[config.mk]
export PLATFORM = sky130hd
export DESIGN_NAME = dwpt_div
export DESIGN_NICKNAME = d
export VERILOG_FILES = /design/src/design/assert_macros.svh /design/src/design/dwpt_pkg.sv /design/src/design/dwpt_div.sv
export SDC_FILE = /design/constraint.sdc
export NUM_CORES = 1
export LEC_CHECK = 0
export BUFFER_PORTS_ARGS = -buffer_cell sky130_fd_sc_hd__clkbuf_2
export CAP_MARGIN = 15
export CORE_ASPECT_RATIO = 0.7
export CORE_MARGIN = 2
export CORE_UTILIZATION = 52
export CTS_CLUSTER_DIAMETER = 60
export DETAILED_ROUTE_END_ITERATION = 16
export PLACE_DENSITY = 0.74
export SLEW_MARGIN = 30
export SYNTH_ARGS = -nofsm -noshare
export SYNTH_HDL_FRONTEND = slang
export SYNTH_SLANG_ARGS = --single-unit
[constraint.sdc]
create_clock -name clk_i -period 8.8 [get_ports clk_i]
set_clock_uncertainty 0.2 [all_clocks]
set_input_delay 2.64 -clock clk_i [delete_from_list [all_inputs] [get_ports clk_i]]
set_output_delay 2.64 -clock clk_i [all_outputs]
set_load 0.03 [all_outputs]
[src/design/assert_macros.svh]
// assertion helpers used by the rtl
`ifndef ASSERT_MACROS_SVH
`define ASSERT_MACROS_SVH

// expression holds at every clock edge out of reset
`define ASSERT_ALWAYS(label, clk, rst_n, expr) \
  label: assert property (@(posedge clk) disable iff (!rst_n) (expr)) \
    else $error("assertion failed");

// antecedent implies consequent in the same cycle
`define ASSERT_IMPLIES(label, clk, rst_n, ante, cons) \
  label: assert property (@(posedge clk) disable iff (!rst_n) (ante) |-> (cons)) \
    else $error("assertion failed");

// antecedent implies consequent in the next cycle
`define ASSERT_NEXT(label, clk, rst_n, ante, cons) \
  label: assert property (@(posedge clk) disable iff (!rst_n) (ante) |=> (cons)) \
    else $error("assertion failed");

`endif

[src/design/dwpt_pkg.sv]
package dwpt_pkg;

  // ring store
  localparam int STORE_DEPTH = 1024;
  localparam int ADDR_W      = $clog2(STORE_DEPTH);
  localparam int CNT_W       = $clog2(STORE_DEPTH + 1);
  localparam int MIN_KEEP_CM = 100;

  // field widths
  localparam int CM_W      = 20;
  localparam int MS_W      = 24;
  localparam int TOT_W     = 40;
  localparam int OUT_SUM_W = 32;

  // window sums hold every entry exactly, at least one bit above the output width
  localparam int WSUM_CM_W = (CM_W + ADDR_W > OUT_SUM_W) ? CM_W + ADDR_W : OUT_SUM_W + 1;
  localparam int WSUM_MS_W = (MS_W + ADDR_W > WSUM_CM_W) ? MS_W + ADDR_W : WSUM_CM_W;

  // configuration registers
  localparam int UNIT_W     = 11;
  localparam int SHORT_W    = 10;
  localparam int STEP_W     = 7;
  localparam int CFG_DATA_W = UNIT_W;
  localparam int CFG_IDX_W  = 4;
  localparam int TGT_W      = 18;

  localparam logic [UNIT_W-1:0]  UNIT_RST   = UNIT_W'(1000);
  localparam logic [SHORT_W-1:0] SHORT_RST  = SHORT_W'(100);
  localparam logic [STEP_W-1:0]  SPEECH_RST = STEP_W'(5);
  localparam logic [STEP_W-1:0]  HAPTIC_RST = STEP_W'(1);

  typedef enum logic [CFG_IDX_W-1:0] {
    CFG_UNIT_LENGTH  = 4'd0,
    CFG_SHORT_WINDOW = 4'd1,
    CFG_SPEECH_STEP  = 4'd2,
    CFG_HAPTIC_STEP  = 4'd3
  } cfg_idx_e;

  // shared divider: four quotient bits per cycle
  localparam int DIVD_W         = TOT_W;
  localparam int DSR_W          = UNIT_W + 4;
  localparam int DIV_RADIX_BITS = 4;
  localparam int DIV_STEPS      = DIVD_W / DIV_RADIX_BITS;
  localparam int DIV_CNT_W      = $clog2(DIV_STEPS + 1);

  // milestone arithmetic
  localparam int DELTA_W = CM_W + 1;
  localparam int DQ_W    = DELTA_W;
  localparam int EV_W    = DQ_W + 1;

  typedef struct packed {
    logic [CM_W-1:0] cm;
    logic [MS_W-1:0] ms;
  } entry_t;

  typedef struct packed {
    logic [ADDR_W-1:0]    head;
    logic [CNT_W-1:0]     count;
    logic [WSUM_CM_W-1:0] cm;
    logic [WSUM_MS_W-1:0] ms;
  } win_t;

  localparam logic WIN_SHORT = 1'b0;
  localparam logic WIN_LONG  = 1'b1;

  function automatic logic [OUT_SUM_W-1:0] sat_out(input logic [WSUM_MS_W-1:0] v);
    logic [OUT_SUM_W-1:0] r;
    if (|v[WSUM_MS_W-1:OUT_SUM_W]) begin
      r = '1;
    end else begin
      r = v[OUT_SUM_W-1:0];
    end
    return r;
  endfunction

endpackage

[src/design/dwpt_div.sv]
module dwpt_div import dwpt_pkg::*; (
  input  logic              clk_i,
  input  logic              rst_ni,
  input  logic              start_i,
  input  logic [DIVD_W-1:0] dividend_i,
  input  logic [DSR_W-1:0]  divisor_i,
  output logic              done_o,
  output logic [DIVD_W-1:0] quot_o,
  output logic [DSR_W-1:0]  rem_o
);

  logic [DIV_CNT_W-1:0] cnt_q;
  logic                 done_q;
  logic [DIVD_W-1:0]    quot_q, quot_d;
  logic [DSR_W-1:0]     rem_q, rem_d;
  logic [DSR_W-1:0]     divisor_q;

  // restoring division, radix 16
  always_comb begin
    logic [DSR_W:0]    r;
    logic [DIVD_W-1:0] q;
    q = quot_q;
    r = {1'b0, rem_q};
    for (int k = 0; k < DIV_RADIX_BITS; k++) begin
      r = {r[DSR_W-1:0], q[DIVD_W-1]};
      q = {q[DIVD_W-2:0], 1'b0};
      if (r >= {1'b0, divisor_q}) begin
        r    = r - {1'b0, divisor_q};
        q[0] = 1'b1;
      end
    end
    quot_d = q;
    rem_d  = r[DSR_W-1:0];
  end

  always_ff @(posedge clk_i or negedge rst_ni) begin
    if (!rst_ni) begin
      cnt_q  <= '0;
      done_q <= 1'b0;
    end else if (start_i) begin
      cnt_q  <= DIV_CNT_W'(DIV_STEPS);
      done_q <= 1'b0;
    end else if (cnt_q != '0) begin
      cnt_q  <= cnt_q - 1'b1;
      done_q <= (cnt_q == DIV_CNT_W'(1));
    end else begin
      done_q <= 1'b0;
    end
  end

  always_ff @(posedge clk_i) begin
    if (start_i) begin
      quot_q    <= dividend_i;
      rem_q     <= '0;
      divisor_q <= divisor_i;
    end else if (cnt_q != '0) begin
      quot_q <= quot_d;
      rem_q  <= rem_d;
    end
  end

  assign done_o = done_q;
  assign quot_o = quot_q;
  assign rem_o  = rem_q;

endmodule

==> parameters.txt, run 1 <==
Parameter                              Value

Status
  Run status    completed

Clock network
  Clock slew at reported path FFs    0.06 ns
  Number of buffers created by CTS    9
  CTS H-tree depth    3
  Sinks on the clock net    75
  CTS Root Cell    clkbuf_16
  Clock tree from TritonCTS    yes
  Worst-skew pair later-pin latency    0.34 ns
  Maximum root-to-sink buffer count    2

Placed design
  Number of port buffers    ~110
  Placed wire-length estimate after detailed placement    17.53 mm
  Count of placed standard cells including taps    between 1000 and 1500
  GP Congestion    1.051

Drt
  DRC violations left    0
  Detailed-route vias per instance    just under 6
  Number of vias after detailed routing    between 6000 and 7000
  Violation count after the first detailed-route iteration    648
  Number of detailed-routing iterations run before antenna repair    6
  Remaining antenna violation count after routing    0
  DR WL/cell    20.48 µm
  Detailed Route WL    24.25 mm

STA
  Slew headroom    0.3748
  Tightest hold margin    0.3839 ns
  Final setup viols    0
  Highest Clock Rate    0.1141 GHz
  Final cycle utilization of the critical path    0.9957
  Transition time at the pin with the least slew margin    ~0.94 ns
  Minimum clock period    8.763 ns
  Number of hold violations in the final report    0
  Max-slew violation count    0
  Setup repair after global routing missed its margin    true

Die
  Area enclosed by the die boundary    13420 µm²
  Number of placed I/O pins    114
  Site row count    34
  Chip Width    137.6 µm
  Die extent in y    97.53 µm
  Total core area    12290 µm²
  Initial Util    0.5286

Logic synthesis
  Primary FF master, synth    edfxtp_1
  Number of synthesized register bits    75
  Top cells by area, synth    edfxtp_1, ha_1, mux2_2
  Part of the Yosys area used for sequential elements    0.3196
  Cell with the most instances after synthesis    nor2_1
  Net Count, Synth    815
  Number of enable-type register cells in the synthesized netlist    55
  Post-synthesis area per instance    9.418 µm²
  Unique masters post-synth    66
  Cell type with the largest total area after synthesis    edfxtp_1
  Synthesized netlist cell count    690
  Area of the mapped netlist    6499 µm²
  Asr flop ratio synth    0.06667
  Commonest cells in the netlist    nor2_1, ha_1, edfxtp_1, nand2_1, inv_1
  Share of the synthesized area in the top cell type    0.2541
  Yosys warning count    0

Finish
  Share of the core filled with cells    0.8058
  Count of inserted antenna diode cells    0
  Final-stage net count    between 1000 and 1500
  Layout cells sized above 1    0.5108
  Fill cell instance count of the final layout    ~750
  Area added between synthesis and finish    52.45%
  Final instance count without filler cells    1184

Worst setup path
  Internal reg-to-reg setup slack    approximately 0.037 ns
  Element type at the critical path end    flop
  Peak fanout along the critical path    8
  Data required time of the critical path    8.86 ns
  Start-to-end type of the worst setup path    flop to flop
  Arrival time worst endpoint    8.82 ns
  Slowest Stage Delay on Critical Path    0.40 ns
  Worst setup SP type    flop
  Top cell by count, worst path    buf_4
  Crit path max-delay cell type    fa_2

Global routing
  Wire length of the first global-routing pass    34.56 mm
  Pin count of the biggest net entering global routing    75
  Via count of the first global-routing pass    approximately 6500
  Global route total overflow    0
  Gr usage total    0.3347
  Initial antenna violation count    0

Min path
  Class of the tightest hold or removal check    flop to flop

Job
  Max-cap viol count    0
[worst max-delay path, delay by kind of cell, from the launching register on]
kind | cells | cell delay, ns
adders and majority gates | 5 | 1.46
buffers and inverters | 12 | 1.62
DFF | 1 | 0.38
muxes | 1 | 0.31
AOI/OAI and AO/OA | 16 | 2.74
and+or+nand+nor | 13 | 1.94
[what timing repair did]
action | CTS | global route
hold buffers | 0 | 0
gates cloned | 0 | 2
resized for setup | 13 | 138
buffers inserted | 3 | 24
pin swaps | 6 | 66
endpoints found under the setup margin | 16 | 16
[routing by layer]
layer	track usage	wire, µm
met5	0	0
met4	0.08010	560
met3	0.08659	2175
met2	0.4956	10780
met1	0.4862	10730
[kinds of logic after synthesis]
logic type      count (synthesis)  synth area share
simple gates                  190            0.1380
compound gates                183            0.1927
flops                          75            0.3196
buf+inv                        69           0.04987
fa+ha+maj                      67            0.1336
mux                            64            0.1095
xor+xnor                       42           0.05660
[stage by stage]
stage,setup TNS (ns),setup slack (ns),area (µm²)
final,0,0.03748,9907
after global routing,-3.343,-0.2703,9907
after CTS,0,0.01241,9081
after detailed placement,-1.528,-0.2189,8670
after global placement,0,0.04977,8670
after floorplan,0,0.0007949,6568
[registers in the layout, indices dropped and copies added, names as in the netlist]
name	count
done_o	1
cnt_q	4
quot_o	40
divisor_q	15
rem_o	15
[area by class of cell]
| type | instances | area, µm² | share of cell area |
|---|---|---|---|
| clock buffers | 10 | 239.0 | 0.02412 |
| well taps | 162 | 202.7 | 0.02046 |
| multi-input cells | 546 | 4791 | 0.4836 |
| inverters | 46 | 175.2 | 0.01768 |
| repair buffers | 339 | 2327 | 0.2349 |
| flip-flops and latches | 75 | 2077 | 0.2096 |
| clock inverters | 6 | 95.09 | 0.009598 |
[cell usage in the layout (no fill, tap or decap), types with 14 or more instances in the layout]
master | Yosys | layout
clkbuf_2 | 0 | 112
buf_4 | 0 | 218
o21ai_0 | 38 | 21
ha_4 | 0 | 14
dfxtp_1 | 15 | 15
xor2_1 | 15 | 14
edfxtp_1 | 55 | 55
mux2_2 | 45 | 44
ha_1 | 63 | 42
inv_1 | 46 | 41
xnor2_1 | 27 | 26
nor2_1 | 66 | 58
nand2_1 | 50 | 44
a21oi_1 | 42 | 25
[worst paths after layout]
check / start / end / cells past startpoint
max: quot_o[39]$_DFFE_PP_ / rem_o[0]$_SDFFE_PP0N_ / 47
min: quot_o[1]$_DFFE_PP_ / quot_o[5]$_DFFE_PP_ / 1
max reg2reg: quot_o[39]$_DFFE_PP_ / rem_o[0]$_SDFFE_PP0N_ / 47
min reg2reg: quot_o[1]$_DFFE_PP_ / quot_o[5]$_DFFE_PP_ / 1
max in group asynchronous: rst_ni / cnt_q[2]$_DFFE_PN0P_ / 1
min in group asynchronous: rst_ni / cnt_q[3]$_DFFE_PN0P_ / 1
Power of run 1 is left out: the tool's default activity adds up to more than one toggle a clock period on the data nets, which glitch-free logic cannot reach.
==> inputs of run 2 (changes only) <==
--- a/config.mk
+++ b/config.mk
@@ -5,7 +5,7 @@
 export SDC_FILE = /design/constraint.sdc
 export NUM_CORES = 1
 export LEC_CHECK = 0
-export BUFFER_PORTS_ARGS = -buffer_cell sky130_fd_sc_hd__clkbuf_2
+export BUFFER_PORTS_ARGS = -buffer_cell sky130_fd_sc_hd__buf_2
 export CAP_MARGIN = 15
 export CORE_ASPECT_RATIO = 0.7
 export CORE_MARGIN = 2
@@ -13,7 +13,7 @@
 export CTS_CLUSTER_DIAMETER = 60
 export DETAILED_ROUTE_END_ITERATION = 16
 export PLACE_DENSITY = 0.74
-export SLEW_MARGIN = 30
+export SLEW_MARGIN = 20
 export SYNTH_ARGS = -nofsm -noshare
 export SYNTH_HDL_FRONTEND = slang
 export SYNTH_SLANG_ARGS = --single-unit
==> run 2 against run 1 <==
The flow now finishes with violations (negative setup slack); sequential cell count unchanged; die area unchanged; via count decreased by 1.1%; clock-buffer cell count unchanged; utilization decreased by 2.1 points; worst hold slack got worse by 0.072 ns; cell count decreased by 2.1%; first-iteration DRC count decreased by 5.1%; setup slack got worse by 0.066 ns; wire length decreased by 3.0%; fmax decreased by 0.74%; largest cell class unchanged.
==> parameters.txt, run 2 (synthesized netlist as in run 1, its figures left out) <==
Parameter                              Value

Placed design
  Worst slack at placement    -0.3463 ns (was -0.2189 ns)
  Number of port buffers    113 (unchanged)
  Placed wire-length estimate after detailed placement    17.18 mm (was 17.53 mm)
  GP Congestion    1.011 (was 1.051)
  Area after DPL    8522 µm² (was 8670 µm²)
  Count of placed standard cells including taps    1121 (was 1139)

Status
  Run status    finished, violations left (was completed)
  Violations in the final reports    negative setup slack

Job
  Max-cap viol count    0 (unchanged)

Worst setup path
  Data required time of the critical path    8.86 ns (about the same)
  Start-to-end type of the worst setup path    flop to flop (unchanged)
  Slowest Stage Delay on Critical Path    0.38 ns (was 0.40 ns)
  Crit path max-delay cell type    a221o_1 (was fa_2)
  Peak fanout along the critical path    8 (unchanged)
  Top cell by count, worst path    buf_4 (unchanged)
  Worst setup SP type    flop (unchanged)
  Arrival time worst endpoint    8.88 ns (was 8.82 ns)
  Element type at the critical path end    flop (unchanged)
  Buffer and inverter count on the worst path    9 (was 12)
  Kind of cell with the highest combined delay on the critical path    compound AO/OA/AOI/OAI gates (unchanged)

Finish
  Fill cell instance count of the final layout    800 (was 748)
  Final instance count without filler cells    1159 (was 1184)
  Final-stage net count    1117 (was 1142)
  Layout cells sized above 1    0.4895 (was 0.5108)
  Most used cells in the layout excluding fill and tap cells    buf_4, buf_2, nor2_1 (was buf_4, clkbuf_2, nor2_1)
  Largest register FFs    40 (unchanged)
  Most common cell after layout, fill and taps aside    buf_4 (unchanged)
  Design area    9648 µm² (was 9907 µm²)
  Area added between synthesis and finish    48.46% (was 52.45%)
  Count of inserted antenna diode cells    0 (unchanged)

Global routing
  Pin count of the biggest net entering global routing    70 (was 75)
  Global route total overflow    0 (unchanged)
  Wire length of the first global-routing pass    33.78 mm (was 34.56 mm)
  Gr usage total    0.3276 (was 0.3347)
  Via count of the first global-routing pass    6512 (was 6543)
  Initial antenna violation count    0 (unchanged)

STA
  Final cycle utilization of the critical path    1.003 (was 0.9957)
  Max-slew violation count    0 (unchanged)
  Minimum clock period    8.828 ns (was 8.763 ns)
  Number of hold violations in the final report    0 (unchanged)
  Highest Clock Rate    0.1133 GHz (was 0.1141 GHz)
  Setup ws final    -0.02825 ns (was 0.03748 ns)
  Setup repair after global routing missed its margin    true (unchanged)
  Slew headroom    0.3142 (was 0.3748)
  Transition time at the pin with the least slew margin    1.026 ns (was 0.9356 ns)
  Final setup viols    3 (was 0)
  Sum of negative setup slack    -0.04876 ns (was 0 ns)

Drt
  Number of vias after detailed routing    6905 (was 6980)
  Violation count after the first detailed-route iteration    615 (was 648)
  Remaining antenna violation count after routing    0 (unchanged)
  DR WL/cell    20.30 µm (was 20.48 µm)
  Number of detailed-routing iterations run before antenna repair    7 (was 6)
  Detailed Route WL    23.53 mm (was 24.25 mm)
  Detailed-route vias per instance    5.958 (was 5.895)
  DRC violations left    0 (unchanged)

Die
  Area enclosed by the die boundary    13420 µm² (unchanged)
  Chip Width    137.6 µm (unchanged)
  Number of placed I/O pins    114 (unchanged)
  Die extent in y    97.53 µm (unchanged)
  Site row count    34 (unchanged)
  Total core area    12290 µm² (unchanged)
  Initial Util    0.5286 (unchanged)

Clock network
  CTS H-tree depth    3 (unchanged)
  Sinks on the clock net    75 (unchanged)
  Clock slew at reported path FFs    0.06 ns (about the same)
  CTS Root Cell    clkbuf_16 (unchanged)
  Maximum root-to-sink buffer count    2 (unchanged)
  Clock tree from TritonCTS    yes (unchanged)
  Number of buffers created by CTS    9 (unchanged)
  Worst-skew pair later-pin latency    0.34 ns (about the same)

Min path
  Class of the tightest hold or removal check    flop to flop (unchanged)
-- run 2: path summary, 6_finish.rpt --
check	startpoint	cells after the start	endpoint	slack, ns
worst min register to register	rem_o[9]$_SDFFE_PP0N_	2	rem_o[9]$_SDFFE_PP0N_	0.31
worst max-delay path	divisor_q[12]$_DFFE_PP_	43	rem_o[1]$_SDFFE_PP0N_	-0.03
worst min-delay path	rem_o[9]$_SDFFE_PP0N_	2	rem_o[9]$_SDFFE_PP0N_	0.31
min in group asynchronous	rst_ni	1	cnt_q[0]$_DFFE_PN0P_	1.91
max in group asynchronous	rst_ni	1	cnt_q[2]$_DFFE_PN0P_	6.34
worst max register to register	divisor_q[12]$_DFFE_PP_	43	rem_o[1]$_SDFFE_PP0N_	-0.03
-- run 2: repair_timing --
item | CTS | global route
hold buffers | 0 | 0
gates resized for setup | 15 | 133
pin swaps | 5 | 42
endpoints found under the setup margin | 16 | 16
setup buffers | 2 | 18
cloned | 0 | 3
-- run 2: routing by layer --
layer | GRT usage | wire (µm) | share of wire
met1 | 0.4770 | 10220 | 0.43
met5 | 0 | 0 | 0
met4 | 0.08882 | 619 | 0.026
met2 | 0.4971 | 10480 | 0.45
met3 | 0.05999 | 2208 | 0.094
-- run 2: area by class of cell --
class / instances / area, µm² / area share
sequential: 75 / 2077 / 0.2153
tap: 162 / 202.7 / 0.02101
inverter: 46 / 172.7 / 0.01790
multi-input combinational: 546 / 4747 / 0.4920
timing repair buffer: 314 / 2148 / 0.2227
clock buffer: 10 / 229.0 / 0.02373
clock inverter: 6 / 71.32 / 0.007392
-- run 2: worst min-delay path: stages (launching register included) --
cell     delay (ns)
dfxtp_1        0.34
nand2_1        0.06
o21ai_1        0.06
-- run 2: per-stage QoR --
step           hold WS (ns)    util
6_report             0.3122  0.7848
5_1_grt              0.3235  0.7848
4_1_cts              0.3377  0.7232
3_5_place_dp         0.3217  0.6932
3_3_place_gp         0.2963  0.6932
2_1_floorplan        0.2747       -
Power of run 2 is left out for the same reason.
